### config.mk
export PLATFORM = sky130hd
export DESIGN_NAME = lru_stack_page_replacement
export DESIGN_NICKNAME = d
export VERILOG_FILES = /design/src/hdl/lrus_pkg.sv /design/src/hdl/lrus_cell.sv /design/src/hdl/lru_stack_page_replacement.sv
export SDC_FILE = /design/constraint.sdc
export NUM_CORES = 1
export LEC_CHECK = 0
export BUFFER_PORTS_ARGS = -buffer_cell sky130_fd_sc_hd__buf_2
export CORE_MARGIN = 2
export CORE_UTILIZATION = 45
export CTS_BUF_LIST = sky130_fd_sc_hd__clkbuf_4
export CTS_CLUSTER_SIZE = 40
export DETAILED_ROUTE_END_ITERATION = 12
export GPL_TIMING_DRIVEN = 0
export PLACE_DENSITY = 0.75
export SLEW_MARGIN = 25
export SYNTH_ARGS = -nofsm -noshare
export SYNTH_HDL_FRONTEND = slang
export SYNTH_SLANG_ARGS = --single-unit
### constraint.sdc
create_clock -name clk_i -period 4.7 [get_ports clk_i]
set_input_delay 0.94 -clock clk_i [delete_from_list [all_inputs] [get_ports clk_i]]
set_output_delay 0.94 -clock clk_i [all_outputs]
set_load 0.03 [all_outputs]
### src/hdl/lrus_pkg.sv
package lrus_pkg;

  localparam int unsigned PageW        = 16;
  localparam int unsigned FramesW      = 5;
  localparam int unsigned DepthW       = 4;
  localparam int unsigned CountW       = 16;
  localparam int unsigned MaxFramesDef = 16;

  localparam logic [FramesW-1:0] FramesRst = FramesW'(4);
  localparam logic [CountW-1:0]  CountMax  = {CountW{1'b1}};

  typedef struct packed {
    logic [PageW-1:0] page_number;
    logic             last_reference;
  } lrus_req_t;

  typedef struct packed {
    logic              hit;
    logic [DepthW-1:0] hit_depth;
    logic              replaced;
    logic [PageW-1:0]  evicted_page;
    logic [CountW-1:0] replacement_count;
  } lrus_rsp_t;

  // Per-item control seen by every cell of the stack
  typedef struct packed {
    logic update;
    logic hit;
  } lrus_ctrl_t;

endpackage

### src/hdl/lrus_cell.sv
module lrus_cell #(
  parameter int unsigned IDX   = 0,
  parameter int unsigned CNT_W = 5
) (
  input  logic                          clk_i,
  input  lrus_pkg::lrus_ctrl_t          ctrl_i,
  input  logic [lrus_pkg::PageW-1:0]    page_i,
  input  logic [lrus_pkg::PageW-1:0]    prev_i,
  input  logic [CNT_W-1:0]              fill_i,
  input  logic [CNT_W-1:0]              limit_i,
  input  logic                          found_i,
  output logic                          found_o,
  output logic                          match_o,
  output logic [lrus_pkg::PageW-1:0]    page_o
);
  import lrus_pkg::*;

  logic [PageW-1:0] page_q;
  logic [PageW-1:0] page_d;
  logic             valid;
  logic             load;
  logic [PageW-1:0] src;

  assign valid   = CNT_W'(IDX) < fill_i;
  assign match_o = valid && (page_q == page_i);
  assign found_o = found_i | match_o;

  // The top cell takes the new page, every other cell its upper neighbor
  assign src = (IDX == 0) ? page_i : prev_i;

  // On a hit, shift down to and including the hit cell; on a miss, up to the limit
  assign load = ctrl_i.update && (ctrl_i.hit ? !found_i : (CNT_W'(IDX) <= limit_i));

  always_comb begin
    page_d = page_q;
    if (load) begin
      page_d = src;
    end
  end

  always_ff @(posedge clk_i) begin
    page_q <= page_d;
  end

  assign page_o = page_q;

endmodule

### src/hdl/lru_stack_page_replacement.sv
// LRU stack of page frames, one page reference per item.
// Command channel: an item (req_i) is taken at a rising edge with start_i high
// and busy_o low. busy_o stays low: an item can be issued every cycle.
// Result channel: one result per item on result_o, marked by result_valid_o,
// in the cycle after the item is taken and held for exactly that cycle. The
// receiver cannot stall; the result must be captured when the strobe is high.
// Throughput is 1 item per cycle, set by the row of stack cells, which all
// compare against the page and shift in the same cycle.
// Configuration: cfg_we_i writes cfg_wdata_i into the frame count register
// (reset 4); write it only while no item is in flight. A count of zero acts
// as one, a count above MAX_FRAMES as MAX_FRAMES.
// Reset (rst_ni low, asynchronous) empties the stack and clears the
// replacement counter; no clearing pass is needed. An item with
// last_reference set empties the stack and counter after its own result.
module lru_stack_page_replacement #(
  parameter int unsigned MAX_FRAMES = lrus_pkg::MaxFramesDef
) (
  input  logic                            clk_i,
  input  logic                            rst_ni,
  input  logic                            start_i,
  input  lrus_pkg::lrus_req_t             req_i,
  output logic                            busy_o,
  output logic                            result_valid_o,
  output lrus_pkg::lrus_rsp_t             result_o,
  input  logic                            cfg_we_i,
  input  logic [lrus_pkg::FramesW-1:0]    cfg_wdata_i
);
  import lrus_pkg::*;

  localparam int unsigned CNT_W = $clog2(MAX_FRAMES + 1);
  localparam int unsigned IDX_W = (MAX_FRAMES > 1) ? $clog2(MAX_FRAMES) : 1;

  logic [FramesW-1:0] frames_q;
  logic [CNT_W-1:0]   fill_q, fill_d;
  logic [CountW-1:0]  count_q, count_d, count_new;
  logic               valid_q;
  lrus_rsp_t          result_q, result_d;

  logic               accept;
  logic [CNT_W-1:0]   frames_eff;
  logic [CNT_W-1:0]   limit;
  logic [IDX_W-1:0]   hit_pos;
  logic               full;
  lrus_ctrl_t         ctrl;

  logic [MAX_FRAMES:0]   found;
  logic [MAX_FRAMES-1:0] match;
  logic [PageW-1:0]      pages [MAX_FRAMES];

  function automatic logic cfg_wdata_zero(input logic [FramesW-1:0] v);
    return v == '0;
  endfunction

  assign accept = start_i && !busy_o;
  assign busy_o = 1'b0;

  always_comb begin
    if (cfg_wdata_zero(frames_q)) begin
      frames_eff = CNT_W'(1);
    end else if (32'(frames_q) > MAX_FRAMES) begin
      frames_eff = CNT_W'(MAX_FRAMES);
    end else begin
      frames_eff = CNT_W'(frames_q);
    end
  end

  assign full     = fill_q >= frames_eff;
  assign ctrl     = '{update: accept, hit: found[MAX_FRAMES]};
  assign limit    = full ? (frames_eff - CNT_W'(1)) : fill_q;
  assign found[0] = 1'b0;

  for (genvar g = 0; g < MAX_FRAMES; g++) begin : g_cell
    logic [PageW-1:0] prev;
    if (g == 0) begin : g_top
      assign prev = req_i.page_number;
    end else begin : g_below
      assign prev = pages[g-1];
    end
    lrus_cell #(
      .IDX   (g),
      .CNT_W (CNT_W)
    ) u_cell (
      .clk_i   (clk_i),
      .ctrl_i  (ctrl),
      .page_i  (req_i.page_number),
      .prev_i  (prev),
      .fill_i  (fill_q),
      .limit_i (limit),
      .found_i (found[g]),
      .found_o (found[g+1]),
      .match_o (match[g]),
      .page_o  (pages[g])
    );
  end

  // First match from the top wins
  always_comb begin
    hit_pos = '0;
    for (int i = MAX_FRAMES - 1; i >= 0; i--) begin
      if (match[i]) begin
        hit_pos = IDX_W'(i);
      end
    end
  end

  assign count_new = (count_q != CountMax) ? count_q + CountW'(1) : count_q;

  always_comb begin
    fill_d   = fill_q;
    count_d  = count_q;
    result_d = '0;
    result_d.hit = ctrl.hit;
    if (ctrl.hit) begin
      result_d.hit_depth = DepthW'(hit_pos);
    end else if (!full) begin
      fill_d = fill_q + CNT_W'(1);
    end else begin
      fill_d                = frames_eff;
      count_d               = count_new;
      result_d.replaced     = 1'b1;
      result_d.evicted_page = pages[IDX_W'(fill_q - CNT_W'(1))];
    end
    result_d.replacement_count = count_d;
    if (req_i.last_reference) begin
      fill_d  = '0;
      count_d = '0;
    end
  end

  always_ff @(posedge clk_i or negedge rst_ni) begin
    if (!rst_ni) begin
      frames_q <= FramesRst;
      fill_q   <= '0;
      count_q  <= '0;
      valid_q  <= 1'b0;
    end else begin
      if (cfg_we_i) begin
        frames_q <= cfg_wdata_i;
      end
      if (accept) begin
        fill_q  <= fill_d;
        count_q <= count_d;
      end
      valid_q <= accept;
    end
  end

  always_ff @(posedge clk_i) begin
    if (accept) begin
      result_q <= result_d;
    end
  end

  assign result_valid_o = valid_q;
  assign result_o       = result_q;

endmodule

Yosys cells after proc, flatten, opt, wreduce, memory -nomap -nowiden
Index checks and enable logic that the tools add are counted.

word-level totals
  register bits = 321
  input bits = 26
  logic and storage cells = 202

operators by class
  order comparisons = 35
  reduce and logical (&&, ||, !) cells = 54
  eq/ne operators = 18
  $add $sub $neg = 4
  bitwise operators = 18
  mux-type cells = 45

operators with widths
  kind                                                                             count
  16-bit equality test                                                             16
  16-bit 2-to-1 mux                                                                6
  16-bit binary-select mux with 4-bit select                                       1
  4-bit by 5-bit less-or-equal comparator with 1-bit output, first input constant  8
  4-bit by 5-bit < comparator with 1-bit output, first input constant              8
  1-bit logical AND                                                                32
  4-bit 2-to-1 mux                                                                 8
  5-bit 2-to-1 mux                                                                 6
  3-bit by 5-bit less-or-equal comparator with 1-bit output, first input constant  4
  3-bit by 5-bit < comparator with 1-bit output, first input constant              4
  1-bit 2-to-1 mux                                                                 17
  17-bit 2-to-1 mux                                                                1
  16-bit by 1-bit adder with 16-bit output, second input constant                  1
  16-bit inequality test, second input constant                                    1
  1-bit logical NOT                                                                15
  1-bit OR                                                                         15
  3-bit 2-to-1 mux                                                                 4
  1-bit by 5-bit less-or-equal comparator with 1-bit output, first input constant  2
  2-bit by 5-bit less-or-equal comparator with 1-bit output, first input constant  2
  1-bit by 5-bit < comparator with 1-bit output, first input constant              2
  2-bit by 5-bit < comparator with 1-bit output, first input constant              2
  9-bit OR reduction                                                               1
  5-bit by 1-bit adder with 5-bit output, second input constant                    1
  5-bit greater-or-equal comparator                                                1
  13 further kinds                                                                 16

Depth between registers and ports, before layout
  depth after elaboration = 19
  depth in mapped cells = 15

Hierarchy
A second synthesis with hierarchy kept.

unflattened totals
  cells, all modules = 1189
  area, all modules = 16786.1 µm²

by module, submodules not included
  module                              cells an instance  area each (µm²)  times used
  lru_stack_page_replacement          460                5449.0           1
  lrus_cell at g_cell[11].u_cell ...  46                 700.7            3
  lrus_cell at g_cell[14].u_cell ...  45                 700.7            2
  lrus_cell at g_cell[10].u_cell      47                 721.9            1
  lrus_cell at g_cell[12].u_cell      46                 721.9            1
  lrus_cell at g_cell[2].u_cell       44                 721.9            1
  lrus_cell at g_cell[6].u_cell       45                 719.4            1
  lrus_cell at g_cell[8].u_cell       44                 713.2            1
  lrus_cell at g_cell[5].u_cell       47                 711.9            1
  lrus_cell at g_cell[1].u_cell       47                 710.7            1
  lrus_cell at g_cell[0].u_cell       43                 709.4            1
  lrus_cell at g_cell[4].u_cell       46                 706.9            1
  lrus_cell at g_cell[7].u_cell       46                 699.4            1
  lrus_cell at g_cell[13].u_cell      46                 696.9            1

Worst setup path before layout
No wires, ideal clock.

  path type = input-to-reg
  start = in req_i[15] (netlist bit)
  end = reg g_cell[9].u_cell.page_q[0] (enable)
  required time = 4.326 ns
  path buffers = 3
  arrival time = 4.645 ns
  slack = -0.319 ns
  stages on the path = 12
  cells stage by stage = buf_2 -> buf_4 -> xor2_1 -> nor4_1 -> nand3_1 -> nor4_1 -> nand3b_1 -> nor4_4 -> nor2b_1 -> clkbuf_1 -> nor3_1 -> and3b_1

between the ends
  word-level cells in the longest chain between the ends = 19
  elaborated cells between the ends (all ways) = 50
  classes of those cells = eq/ne (16); mux (1); bitwise (15); reduce/logical (18)

ends and longest elaborated chain
  item                       line                              text
  start, declared            lru_stack_page_replacement.sv:21  input lrus_pkg::lrus_req_t req_i,
  16-bit equality test       lrus_cell.sv:25                   assign match_o = valid && (page_q == page_i);
  1-bit logical AND          lrus_cell.sv:25
  1-bit OR (15 in a row)     lrus_cell.sv:26                   assign found_o = found_i | match_o;
  1-bit 2-to-1 mux *         lrus_cell.sv:32                   assign load = ctrl_i.update && (ctrl_i.hit ? !found_i : (CNT_W'(IDX) <= limit_i));
  1-bit logical AND *        lrus_cell.sv:32
  net g_cell[9].u_cell.load  lrus_cell.sv:21                   logic load;
  end signal, assigned       lrus_cell.sv:42                   page_q <= page_d;
  end, declared              lrus_cell.sv:18                   logic [PageW-1:0] page_q;

The timed path passes the listed nets; every way through them passes the cells marked *.
A chain may end at the register's enable or synchronous reset.

Worst setup path in the final report
  start = reg fill_q[4]
  end = reg g_cell[7].u_cell.page_q[7] (enable)

between the ends
  word-level cells in the longest chain between the ends = 19
  elaborated cells between the ends (all ways) = 53
  classes of those cells = order compare (18); mux (2); bitwise (15); reduce/logical (18)

ends and longest elaborated chain
  item                                           line                               text
  start, declared                                lru_stack_page_replacement.sv:34   logic [CNT_W-1:0] fill_q, fill_d;
  start signal, assigned                         lru_stack_page_replacement.sv:141  fill_q <= fill_d;
  1-bit by 5-bit < comparator with 1-bit output  lrus_cell.sv:24                    assign valid = CNT_W'(IDX) < fill_i;
  1-bit logical AND                              lrus_cell.sv:25
  1-bit OR (15 in a row)                         lrus_cell.sv:26
  1-bit 2-to-1 mux *                             lrus_cell.sv:32
  1-bit logical AND *                            lrus_cell.sv:32
  net g_cell[7].u_cell.load                      lrus_cell.sv:21
  end signal, assigned                           lrus_cell.sv:42
  end, declared                                  lrus_cell.sv:18

Marks and branches as above.

==> results.json <==
{
  "outcome": "finished clean",
  "reg2reg_depth": 11,
  "cp_slowest_cell": "a211oi_1",
  "critical_path.cell_chain": "clkbuf_2 > a211oi_1 > nor3_1 > nand3_1 > nor4_1 > or4bb_1 > nor4_4 > nor2b_1 > clkbuf_1 > nand2_1 > and4b_1",
  "chipHeight_um": 195.7,
  "synthCells": 1163,
  "via_count": 11096,
  "drv_cap": 0,
  "post_drt_wl_per_cell_um": 24.28,
  "drtIter0Drc": 1285,
  "rows": 70,
  "yosysWarnings": 0,
  "synth_seq_cells": 321,
  "fin_crit_sh_pct": 96.22,
  "fin_skew_ps": 58.12,
  "yosys.area.top_type_share_pct": 53.41,
  "cts-buffers-inserted": 87,
  "max_freq_mhz": 221.1,
  "worstPathArrival_ps": 4930,
  "final-hold-violation-count": 0,
  "regToRegStartpoint": "fill_q[4]",
  "worst-path-max-fanout": 16,
  "synth-edff-count": 294,
  "dp.cells": 1703,
  "synth_largest_area_cell": "edfxtp_1",
  "cts_tree": "yes",
  "place.gp.congestion": 0.9255,
  "numPortBuffers": 63,
  "htree_levels": 3,
  "synthesis.nets": 1198,
  "dpl_worst_slack_ps": -1034,
  "finalSetupViolCount": 0,
  "hpwl_um": 34480,
  "crit_type": "register to register",
  "grt_use_total_pct": 23.64,
  "async_reset_ff_share_pct": 8.411,
  "ys_types": 67,
  "drv_slew": 0,
  "power.density_nw_per_um2": 727.6,
  "die_w_um": 195.7,
  "critical_path.startpoint": "fill_q[4]",
  "final_nets": 1360,
  "power_mw": 13.65,
  "root_buffer": "clkbuf_4",
  "floorplan.initialDensity_pct": 45.47,
  "stdcell_count": 1860,
  "reg2reg_setup_slack_ps": 180,
  "grt_pass1_wl_um": 66340,
  "start_kind": "register",
  "final_common_cell": "edfxtp_1",
  "synth.avg_cell_area_um2": 14.21,
  "final_cell_mix": "edfxtp_1, xnor2_1, clkbuf_4",
  "finalWorstSetupSlack_ps": 177.8,
  "ys_seq_area_share_pct": 57.51,
  "cts_buffer_depth": 3,
  "rsz0062_at_grt": "false",
  "whs_ps": 191.9,
  "firstDrtPassIters": 5,
  "rr_endpoint": "g_cell[7].u_cell.page_o[7]",
  "clkTransAtPathRegs_ps": 70,
  "setup_tns_ps": 0,
  "period_needed_ps": 4522,
  "die_area_um2": 38280,
  "antenna_left": 0,
  "cts_sinks": 321,
  "hp-class": "input port to async pin",
  "synthTopCellsByArea": "edfxtp_1, mux4_2, xnor2_1",
  "grt_max_degree": 46,
  "remaining_drc_errors": 0,
  "slowest_delay_ps": 670,
  "syn_area_um2": 16530,
  "grt_pass1_vias": 10935,
  "cp.required_ps": 5110,
  "end_kind": "register",
  "totalWireLength_um": 45160,
  "avgViaCountPerCell": 5.966,
  "vdd_drop_max_mv": 0.3243,
  "design.core.area_um2": 36350,
  "antenna_found_initial": 2,
  "tightest_slew_ps": 1051,
  "p_leak_nw": 6.466,
  "synthFlopType": "edfxtp_1",
  "grt-ovfl-total": 0,
  "drive_gt1_share_pct": 25.54,
  "clk_latency_ps": 800,
  "relSlewSlack_pct": 29.92,
  "area_growth_pct": 13.50,
  "ioPinCount": 66
}
-- power breakdown --
part,leakage (nW),switching (mW),internal (mW)
Clock,0.657,1.19,1.30
Sequential,3.12,0.753,4.59
Combinational,2.69,3.59,2.23
Total,6.47,5.53,8.12
-- layer usage --
metal	part of all wire (%)	GRT usage (%)	routed length [um]
met1	41	31.88	18380
met2	48	37.82	21470
met3	8.3	4.642	3767
met4	3.4	9.792	1555
met5	0	0	0
-- logic make-up (layout without fill, tap and decap cells) --
logic type / Yosys count / after routing / share of synthesized area, %
other: 1 / 3 / 0.02269
adders and majority gates: 9 / 9 / 0.6813
xor gates and xnor gates: 271 / 271 / 14.36
muxes: 95 / 95 / 10.65
DFF: 321 / 321 / 57.51
AOI/OAI and AO/OA: 143 / 143 / 5.950
and+or+nand+nor: 231 / 231 / 7.782
buffers and inverters: 92 / 319 / 3.043
-- final cells by class --
type | count | area [um2]
antenna | 2 | 5.005
buffer | 78 | 454.2
clock buffer | 135 | 1013
clock inverter | 19 | 77.57
fill | 2982 | 17590
inverter | 14 | 52.55
multi-input combinational | 750 | 6640
sequential | 321 | 9505
tap | 468 | 585.6
timing repair buffer | 73 | 426.7
-- worst max-delay path, delay by kind of cell (launching register included) --
| family | cells | cell delay (ps) |
|---|---|---|
| AOI/OAI and AO/OA | 1 | 670 |
| buffers and inverters | 2 | 810 |
| DFF | 1 | 390 |
| and+or+nand+nor | 8 | 2300 |
-- worst max path at each step --
| stage | to | slack (ps) |
|---|---|---|
| 3_3_place_gp | g_cell[3].u_cell.page_o[9] | -1570 |
| 4_1_cts | g_cell[10].u_cell.page_o[0] | 150 |
| 6_report | g_cell[7].u_cell.page_o[7] | 180 |
| 2_1_floorplan | g_cell[3].u_cell.page_o[0] | 90 |
| 5_1_grt | g_cell[9].u_cell.page_o[0] | 50 |
| 3_5_place_dp | g_cell[9].u_cell.page_o[11] | -1030 |
-- through the flow --
stage	utilization (%)	area [um2]
global placement	47.97	17430
CTS	51.57	18740
detailed placement	48.53	17640
global route	51.61	18760
floorplan	-	16530
finish	51.61	18760
-- cells in the mapped netlist (2+ instances only) --
cell type	instances
nand4_1	37
a2bb2oi_1	2
buf_6	7
nand3_1	22
a22oi_1	2
xor2_1	125
and3_1	6
nor3_1	16
a311oi_1	2
nand2b_1	5
nand2_1	37
mux2_2	7
dfrtp_1	26
o21a_1	3
mux4_2	64
or3_1	5
mux2i_1	24
a41oi_1	6
o31ai_1	12
ha_1	9
buf_2	11
a31oi_1	7
buf_1	8
inv_1	12
o31a_1	2
clkbuf_1	27
edfxtp_1	294
o41ai_1	4
o21ai_0	25
and2_1	5
a21oi_1	22
xnor2_1	146
a211oi_1	38
a21boi_0	2
buf_4	24
or2_2	2
nor4_1	35
clkinv_1	2
nor2b_1	21
nor2_1	27
a32o_1	3
a21o_1	4
-- flip-flops by register name (all words and copies together), names as in the netlist --
| name | count |
|---|---|
| g_cell.u_cell.page_o | 256 |
| result_o | 38 |
| count_q | 16 |
| result_valid_o | 1 |
| fill_q | 5 |
| frames_q | 5 |
-- what timing repair did --
action                                  in CTS  in global routing
buffers inserted                             1                  0
hold buffers                                 0                  0
endpoints found under the setup margin      16                 96
gates resized for setup                      1                  5
pin swaps                                    1                  0
Note: power is estimated with default switching activity, not from simulation.
